**config.mk**
```make
export PLATFORM = sky130hd
export DESIGN_NAME = signed_binary_to_decimal_ascii
export DESIGN_NICKNAME = d
export VERILOG_FILES = /design/src/hdl/sbda_pkg.sv /design/src/hdl/sbda_front.sv /design/src/hdl/sbda_back.sv /design/src/hdl/signed_binary_to_decimal_ascii.sv
export SDC_FILE = /design/constraint.sdc
export NUM_CORES = 1
export LEC_CHECK = 0
export ABC_CLOCK_PERIOD_IN_PS = 15300
export BUFFER_PORTS_ARGS = -buffer_cell sky130_fd_sc_hd__buf_2
export CELL_PAD_IN_SITES_DETAIL_PLACEMENT = 1
export CELL_PAD_IN_SITES_GLOBAL_PLACEMENT = 1
export CORE_ASPECT_RATIO = 0.6
export CORE_MARGIN = 10
export CORE_UTILIZATION = 40
export CTS_CLUSTER_DIAMETER = 150
export CTS_CLUSTER_SIZE = 10
export DETAILED_ROUTE_END_ITERATION = 10
export PLACE_DENSITY = 0.67
export SLEW_MARGIN = 20
export SYNTH_ARGS = -nofsm -noshare
export SYNTH_HDL_FRONTEND = slang
export SYNTH_HIERARCHICAL = 1
export SYNTH_SLANG_ARGS = --single-unit
```
**constraint.sdc**
```tcl
create_clock -name clk -period 15.3 [get_ports clk]
set_input_delay 0.765 -clock clk [delete_from_list [all_inputs] [get_ports clk]]
set_output_delay 0.765 -clock clk [all_outputs]
set_load 0.005 [all_outputs]
```
**src/hdl/sbda_pkg.sv**
```systemverilog
// ----------------------------------------------------------------------------
// sbda_pkg
// Shared types and constants for the signed binary to decimal ASCII converter.
// ----------------------------------------------------------------------------
package sbda_pkg;

	// Result field widths
	localparam int unsigned CHAR_W  = 8;
	localparam int unsigned COUNT_W = 5;
	localparam int unsigned ROOM_W  = 8;

	// Smallest room that lets a conversion go ahead
	localparam logic [ROOM_W-1:0] MIN_ROOM = 8'd21;

	// ASCII codes
	localparam logic [CHAR_W-1:0] CHAR_NUL   = 8'h00;
	localparam logic [CHAR_W-1:0] CHAR_MINUS = 8'h2D;
	localparam logic [3:0]        CHAR_DIGIT_HI = 4'h3; // '0'..'9' are 0x30..0x39

	// Job flags carried from the front end to the back end
	typedef struct packed {
		logic neg;
		logic err;
	} sbda_job_t;

	localparam int unsigned JOB_W = $bits(sbda_job_t);

endpackage

```
**src/hdl/sbda_front.sv**
```systemverilog
// ----------------------------------------------------------------------------
// sbda_front
// Accepts input beats, takes the magnitude and sign of the value, checks the
// room, and holds the jobs in a two-entry queue for the back end.
// ----------------------------------------------------------------------------
module sbda_front #(
	parameter int unsigned VALUE_BITS = 64
) (
	input  logic                            clk,
	input  logic                            arst_n,
	input  logic                            in_valid,
	output logic                            in_ready,
	input  logic [63:0]                     value,
	input  logic [sbda_pkg::ROOM_W-1:0]     room,
	output logic                            job_valid,
	input  logic                            job_pop,
	output sbda_pkg::sbda_job_t             job_flags,
	output logic [VALUE_BITS-1:0]           job_mag
);
	import sbda_pkg::*;

	localparam int unsigned ENTRY_W = JOB_W + VALUE_BITS;

	logic [VALUE_BITS-1:0] v;
	logic [VALUE_BITS-1:0] mag;
	sbda_job_t             flags;
	logic                  push;
	logic                  pop;
	logic [ENTRY_W-1:0]    entry_q [2];
	logic                  wr_ptr_q;
	logic                  rd_ptr_q;
	logic [1:0]            fill_q;

	// Classify the incoming beat
	always_comb begin
		v         = value[VALUE_BITS-1:0];
		flags.neg = v[VALUE_BITS-1];
		flags.err = (room < MIN_ROOM);
		mag       = flags.neg ? (~v + {{(VALUE_BITS-1){1'b0}}, 1'b1}) : v;
	end

	assign in_ready  = (fill_q != 2'd2);
	assign push      = in_valid && in_ready;
	assign job_valid = (fill_q != 2'd0);
	assign pop       = job_pop && job_valid;

	// Queue storage
	always_ff @(posedge clk) begin
		if (push) begin
			entry_q[wr_ptr_q] <= {flags, mag};
		end
	end

	// Queue pointers and fill level
	always_ff @(posedge clk or negedge arst_n) begin
		if (!arst_n) begin
			wr_ptr_q <= 1'b0;
			rd_ptr_q <= 1'b0;
			fill_q   <= 2'd0;
		end else begin
			if (push) begin
				wr_ptr_q <= ~wr_ptr_q;
			end
			if (pop) begin
				rd_ptr_q <= ~rd_ptr_q;
			end
			if (push && !pop) begin
				fill_q <= fill_q + 2'd1;
			end else if (pop && !push) begin
				fill_q <= fill_q - 2'd1;
			end
		end
	end

	assign job_flags = entry_q[rd_ptr_q][ENTRY_W-1 -: JOB_W];
	assign job_mag   = entry_q[rd_ptr_q][VALUE_BITS-1:0];

endmodule

```
**src/hdl/sbda_back.sv**
```systemverilog
// ----------------------------------------------------------------------------
// sbda_back
// Bit-serial double dabble conversion of one magnitude into BCD, then one
// ASCII character per output beat: sign if negative, digits, terminator (a refused job gives the terminator alone).
// ----------------------------------------------------------------------------
module sbda_back #(
	parameter int unsigned VALUE_BITS = 64
) (
	input  logic                            clk,
	input  logic                            arst_n,
	input  logic                            job_valid,
	output logic                            job_pop,
	input  sbda_pkg::sbda_job_t             job_flags,
	input  logic [VALUE_BITS-1:0]           job_mag,
	output logic                            out_valid,
	input  logic                            out_ready,
	output logic [sbda_pkg::CHAR_W-1:0]     character,
	output logic                            last,
	output logic [sbda_pkg::COUNT_W-1:0]    byte_count,
	output logic                            error
);
	import sbda_pkg::*;

	// Decimal digits needed for an unsigned magnitude of VALUE_BITS bits
	localparam int unsigned DIGITS = (VALUE_BITS * 30103) / 100000 + 1;
	localparam int unsigned BCD_W  = 4 * DIGITS;
	localparam int unsigned BIT_W  = $clog2(VALUE_BITS);
	localparam int unsigned LEFT_W = $clog2(DIGITS + 1);

	typedef enum logic [5:0] {
		ST_IDLE  = 6'b000001,
		ST_CONV  = 6'b000010,
		ST_SIGN  = 6'b000100,
		ST_SKIP  = 6'b001000,
		ST_DIGIT = 6'b010000,
		ST_TERM  = 6'b100000
	} sbda_state_t;

	sbda_state_t           state_q;
	sbda_job_t             job_q;
	logic [VALUE_BITS-1:0] mag_q;
	logic [BCD_W-1:0]      bcd_q;
	logic [BCD_W-1:0]      bcd_adj;
	logic [BIT_W-1:0]      bit_q;
	logic [LEFT_W-1:0]     left_q;
	logic [COUNT_W-1:0]    cnt_q;
	logic [3:0]            top_digit;
	logic                  can_load;
	logic                  load;

	logic                  out_valid_q;
	logic [CHAR_W-1:0]     char_q;
	logic                  last_q;
	logic [COUNT_W-1:0]    count_q;
	logic                  error_q;

	// Add-3 correction on every BCD digit before the shift
	always_comb begin
		for (int d = 0; d < DIGITS; d++) begin
			bcd_adj[4*d +: 4] = (bcd_q[4*d +: 4] >= 4'd5) ?
				(bcd_q[4*d +: 4] + 4'd3) : bcd_q[4*d +: 4];
		end
	end

	assign top_digit = bcd_q[BCD_W-1 -: 4];
	assign can_load  = !out_valid_q || out_ready;
	assign job_pop   = (state_q == ST_IDLE) && job_valid;
	// Output register takes a new beat in the emitting states
	assign load      = can_load && ((state_q == ST_SIGN) || (state_q == ST_DIGIT) ||
		(state_q == ST_TERM));

	// Sequencer and conversion datapath
	always_ff @(posedge clk or negedge arst_n) begin
		if (!arst_n) begin
			state_q     <= ST_IDLE;
			out_valid_q <= 1'b0;
			cnt_q       <= '0;
			bit_q       <= '0;
			left_q      <= '0;
		end else begin
			if (load) begin
				out_valid_q <= 1'b1;
			end else if (out_ready) begin
				out_valid_q <= 1'b0;
			end
			unique case (state_q)
				ST_IDLE: begin
					if (job_valid) begin
						job_q  <= job_flags;
						mag_q  <= job_mag;
						bcd_q  <= '0;
						bit_q  <= '0;
						left_q <= LEFT_W'(DIGITS);
						cnt_q  <= '0;
						state_q <= job_flags.err ? ST_TERM : ST_CONV;
					end
				end
				ST_CONV: begin
					bcd_q <= {bcd_adj[BCD_W-2:0], mag_q[VALUE_BITS-1]};
					mag_q <= {mag_q[VALUE_BITS-2:0], 1'b0};
					bit_q <= bit_q + BIT_W'(1);
					if (bit_q == BIT_W'(VALUE_BITS - 1)) begin
						state_q <= job_q.neg ? ST_SIGN : ST_SKIP;
					end
				end
				ST_SIGN: begin
					if (can_load) begin
						char_q      <= CHAR_MINUS;
						last_q      <= 1'b0;
						count_q     <= '0;
						error_q     <= 1'b0;
						cnt_q       <= cnt_q + COUNT_W'(1);
						state_q     <= ST_SKIP;
					end
				end
				// Drop leading zeros, keeping at least one digit
				ST_SKIP: begin
					if ((top_digit == 4'd0) && (left_q > LEFT_W'(1))) begin
						bcd_q  <= {bcd_q[BCD_W-5:0], 4'd0};
						left_q <= left_q - LEFT_W'(1);
					end else begin
						state_q <= ST_DIGIT;
					end
				end
				ST_DIGIT: begin
					if (can_load) begin
						char_q      <= {CHAR_DIGIT_HI, top_digit};
						last_q      <= 1'b0;
						count_q     <= '0;
						error_q     <= 1'b0;
						cnt_q       <= cnt_q + COUNT_W'(1);
						bcd_q       <= {bcd_q[BCD_W-5:0], 4'd0};
						left_q      <= left_q - LEFT_W'(1);
						if (left_q == LEFT_W'(1)) begin
							state_q <= ST_TERM;
						end
					end
				end
				ST_TERM: begin
					if (can_load) begin
						char_q      <= CHAR_NUL;
						last_q      <= 1'b1;
						count_q     <= cnt_q + COUNT_W'(1);
						error_q     <= job_q.err;
						state_q     <= ST_IDLE;
					end
				end
				default: begin
					state_q <= ST_IDLE;
				end
			endcase
		end
	end

	assign out_valid  = out_valid_q;
	assign character  = char_q;
	assign last       = last_q;
	assign byte_count = count_q;
	assign error      = error_q;

endmodule

```
**src/hdl/signed_binary_to_decimal_ascii.sv**
```systemverilog
// ----------------------------------------------------------------------------
// signed_binary_to_decimal_ascii
// Converts a signed number to decimal ASCII text, one character per beat.
// ----------------------------------------------------------------------------
// Sequence: the input beat is queued, then its magnitude is converted bit by bit
//   by double dabble; a sign is emitted if negative, leading zeros are skipped,
//   then digits and terminator follow one per cycle when the output does not stall.
//   A refused item gives the terminator alone. One item converts at a time;
//   a two-entry queue decouples, so new inputs are taken while one converts.
// Reset: arst_n clears the queue, the sequencer and the output valid at once.
module signed_binary_to_decimal_ascii #(
	parameter int unsigned VALUE_BITS = 64
) (
	input  logic                            clk,
	input  logic                            arst_n,
	input  logic                            in_valid,
	output logic                            in_ready,
	input  logic [63:0]                     value,
	input  logic [sbda_pkg::ROOM_W-1:0]     room,
	output logic                            out_valid,
	input  logic                            out_ready,
	output logic [sbda_pkg::CHAR_W-1:0]     character,
	output logic                            last,
	output logic [sbda_pkg::COUNT_W-1:0]    byte_count,
	output logic                            error
);
	import sbda_pkg::*;

	logic                  job_valid;
	logic                  job_pop;
	sbda_job_t             job_flags;
	logic [VALUE_BITS-1:0] job_mag;

	// Front end: classify and queue
	sbda_front #(
		.VALUE_BITS (VALUE_BITS)
	) u_front (
		.clk       (clk),
		.arst_n    (arst_n),
		.in_valid  (in_valid),
		.in_ready  (in_ready),
		.value     (value),
		.room      (room),
		.job_valid (job_valid),
		.job_pop   (job_pop),
		.job_flags (job_flags),
		.job_mag   (job_mag)
	);

	// Back end: convert and emit
	sbda_back #(
		.VALUE_BITS (VALUE_BITS)
	) u_back (
		.clk        (clk),
		.arst_n     (arst_n),
		.job_valid  (job_valid),
		.job_pop    (job_pop),
		.job_flags  (job_flags),
		.job_mag    (job_mag),
		.out_valid  (out_valid),
		.out_ready  (out_ready),
		.character  (character),
		.last       (last),
		.byte_count (byte_count),
		.error      (error)
	);

endmodule
```
==> metrics.md <==
| Metric | Value |
|---|---|
| Count of standard-cell rows | 56 |
| Vias | between 10,000 and 15,000 |
| Post-synthesis average cell area | 11.8 um^2 |
| Multi-input gate area | ~6300 um^2 |
| Critical path required time | 15.44 ns |
| Top FF cell, synth | sky130_fd_sc_hd__edfxtp_1 |
| Buffers inserted by post-CTS timing repair | 0 |
| Worst-case vdd ir drop | 0.0860 mV |
| Most area-consuming cells after synthesis | sky130_fd_sc_hd__edfxtp_1 (54%), sky130_fd_sc_hd__nand2_1 (5.8%), sky130_fd_sc_hd__mux2_2 (5.4%) |
| Final layout net count | 1,575 |
| Post-synthesis cell area | 16,200 um^2 |
| Clock tree from TritonCTS | done |
| Actual transition at the worst max-transition pin | 1.05 ns |
| Clk Tree Root Cell | sky130_fd_sc_hd__clkbuf_16 |
| Core area | 39,500 um^2 |
| Post-detailed-route via-to-cell ratio | 5.42 |
| Final Util | 0.460 |
| Yosys warnings | 6 |
| Series of cell instances along the critical path | nor4_1, nand2_1, buf_4, a311oi_4, buf_4 |
| Wire length of the first global-routing pass | ~64,000 um |
| CP max stage cell | sky130_fd_sc_hd__buf_4 |
| Async S/R FF share, synth | 0.0849 |
| Overall global routing resource usage | 0.159 |
| Number of maximum-capacitance violations | 0 |
| Ratio of total power to cell area | between 150 and 200 nW/um^2 |
| I/O Pins | 93 |
| Portion of synthesized cell area occupied by the leading cell type | 0.540 |
| Register Area | 9420 um^2 |
| Source of the critical timing path | u_back/state_q[2]$_DFFE_PN0P_ |
| Type of the worst setup path | reg2reg |
| Final count of negative-setup-slack endpoints | 0 |
| Static leakage power | 0.00662 uW |
| Synthesized flop and latch total | 318 |
| Layout overhead on the synthesized area | 12.4% |
| Type of destination of the critical path | flop |
| Total negative setup slack | 0 ns |
| Cells after synthesis | 1,371 |
| # H-tree levels | 2 |
| Starting DRC count in detailed routing | 741 |
| Sequential fraction of the synthesis area | 0.582 |
| Total count of max-transition violations in the final report | 0 |
| Count of unresolved DRC violations after routing | 0 |
| Cell with the most instances after synthesis | sky130_fd_sc_hd__edfxtp_1 |
| Number of CTS-inserted buffers | 37 |
| Worst reg2reg path endpoint | u_back/bcd_q[40]$_DFFE_PP_ |
| Maximum count of clock buffers along a single path | 3 |
| Run status | completed |
| Maximum cell stage delay along the critical path | 0.75 ns |
| Internal reg-to-reg setup slack | about 12 ns |
| Relative slew slack | 0.293 |
| 1st-pass router iterations | 5 |
| Vertical die dimension | 176 um |
| Detailed Route WL | 39,100 um |
| Clk Latency, worst-skew pair | 0.52 ns |
| Fill cell total of the finished layout | 4,208 |
| Hold buffer count at cts | 0 |
| Clock-pin slew of the registers on the worst-case setup and hold paths | around 0.060 ns |
| Final worst-path cycle share | 0.223 |
| Clk sinks | 318 |
| Critical R2R Launch | u_back/state_q[2]$_DFFE_PN0P_ |
| Power Total | 3230 uW |
| Post-cts repair resize count | 0 |
| Arrival time at the worst endpoint | around 3.6 ns |
| Distinct cell type count of the synthesized netlist | 67 |
| Area enclosed by the die boundary | 49,100 um^2 |
| Initial standard-cell utilization of the core | 0.409 |
| Path depth of the worst reg2reg path | 5 |
| Post-detailed-placement half-perimeter wirelength | around 26,000 um |
| Sort of element at the start of the critical path | flop |
| Number of enable-type register cells in the synthesized netlist | 291 |
| Quantity of I/O buffers inserted on ports | 90 |
| Grt total ovfl | 0 |
| Die Width | 280 um |
| Routed WL per cell | around 20 um |
| Class of the tightest hold or removal check | in2async |
| Library cell occupying the most area in the post-synthesis netlist | sky130_fd_sc_hd__edfxtp_1 |
| Proportion of layout cells with a drive suffix above 1 | 0.168 |
| Number of cells on the critical path | 5 |
| Number of antenna diodes | 0 |
| Remaining antenna violation count | 0 |
| Final min period | roughly 3.4 ns |
| Number of endpoints with negative hold slack in the final report | 0 |
| Max Clock Skew | 0.0175 ns |
| Cell family contributing the most delay on the critical path | buffers and inverters |
| Number of buffer and inverter instances along the worst setup path | 2 |
| Largest net degree at the start of global routing | 78 |
| Leading cell types by count after synthesis | sky130_fd_sc_hd__edfxtp_1 (291), sky130_fd_sc_hd__nand2_1 (249), sky130_fd_sc_hd__xnor2_1 (85) |
| Maximum operating frequency | 293 MHz |
| Endpoint of the most critical setup path | u_back/bcd_q[40]$_DFFE_PP_ |
| Dominant cell type by count on the critical path | sky130_fd_sc_hd__buf_4 |
| RSZ-0062 raised after global routing | no |
| GPL Wtd Cong | 0.806 |
| Crit path max fanout | 60 |
| Via count of the first global-routing pass | 11,400 |
| Number of antenna violations at the first check in global routing | 1 |
cells by family after synthesis:
kind of cell,after synthesis,synth area share
AND/OR/NAND/NOR,434,0.130
AO/OA/AOI/OAI,255,0.103
XOR/XNOR,102,0.0552
buffers and inverters,122,0.0299
adder cells (fa/ha/maj),47,0.0364
other,1,0.000232
multiplexers,92,0.0630
flip-flops,318,0.582
registers in the layout, summed over array words and instances (netlist names), 2 cells and up:
name,flops
u_back/state_q,6
u_back/cnt_q,5
u_back/mag_q,64
u_back/byte_count,5
u_back/bcd_q,80
u_back/character,6
u_back/job_q,2
u_back/bit_q,6
u_front/fill_q,2
u_front/entry_q,132
u_back/left_q,5
stage by stage:
stage | hold slack (ns) | setup WS, ns | std cells | instance area [um^2]
after floorplan | 0.447 | 6.75 | 1372 | 16200
after global placement | 0.467 | 11.49 | 1934 | 17200
after detailed placement | 0.468 | 11.75 | 1935 | 17200
after CTS | 0.252 | 11.88 | 1989 | 18200
after global routing | 0.274 | 11.63 | 1989 | 18200
final | 0.261 | 11.89 | 1989 | 18200
how the worst min path moves through the flow:
stage          cells after the start                   startpoint  slack [ns]                            to
2_1_floorplan                      1  u_back/bit_q[5]$_DFFE_PN0P_        0.45   u_back/bit_q[5]$_DFFE_PN0P_
3_3_place_gp                       1  u_back/bit_q[5]$_DFFE_PN0P_        0.47   u_back/bit_q[5]$_DFFE_PN0P_
3_5_place_dp                       1  u_back/bit_q[5]$_DFFE_PN0P_        0.47   u_back/bit_q[5]$_DFFE_PN0P_
4_1_cts                            2                       arst_n        0.25   u_back/cnt_q[1]$_DFFE_PN0P_
5_1_grt                            2                       arst_n        0.27  u_front/wr_ptr_q$_DFFE_PN0P_
6_report                           2                       arst_n        0.26  u_front/wr_ptr_q$_DFFE_PN0P_
power breakdown:
part | switching [uW] | internal, uW
sequential | 148 | 1310
clock | 336 | 442
combinational | 608 | 388
total | 1090 | 2140
per-layer routing:
metal  GRT usage  vias up  share of wire
met4      0.0269        0         0.0099
met2       0.248      146           0.45
met5           0        -              0
met3      0.0278       33          0.038
li1            -     5187              -
met1       0.228     5417           0.50
final cells by class:
cell class / instances / area share
inverters: 60 / 0.0124
clock buffers: 51 / 0.0538
flip-flops and latches: 318 / 0.518
well taps: 522 / 0.0359
multi-input cells: 932 / 0.348
repair buffers: 103 / 0.0306
clock inverters: 3 / 0.00117
cell usage in the layout, fill, tap and decap left out, drive strengths merged, types with 11 or more instances in the layout:
cell type / synthesis / layout
a21oi: 51 / 51
a22o: 15 / 15
buf: 24 / 103
clkbuf: 38 / 51
dfrtp: 26 / 26
edfxtp: 291 / 291
ha: 47 / 47
inv: 60 / 62
mux2: 78 / 78
mux2i: 14 / 14
nand2: 249 / 249
nand2b: 27 / 27
nand3: 15 / 15
nor2: 28 / 28
nor3: 18 / 18
nor3b: 23 / 23
nor4: 11 / 11
o21ai: 72 / 72
o22ai: 29 / 29
o31ai: 29 / 29
o41ai: 21 / 21
or3: 14 / 14
xnor2: 85 / 85
xor2: 17 / 17
Note: power is estimated with default switching activity, not from simulation.
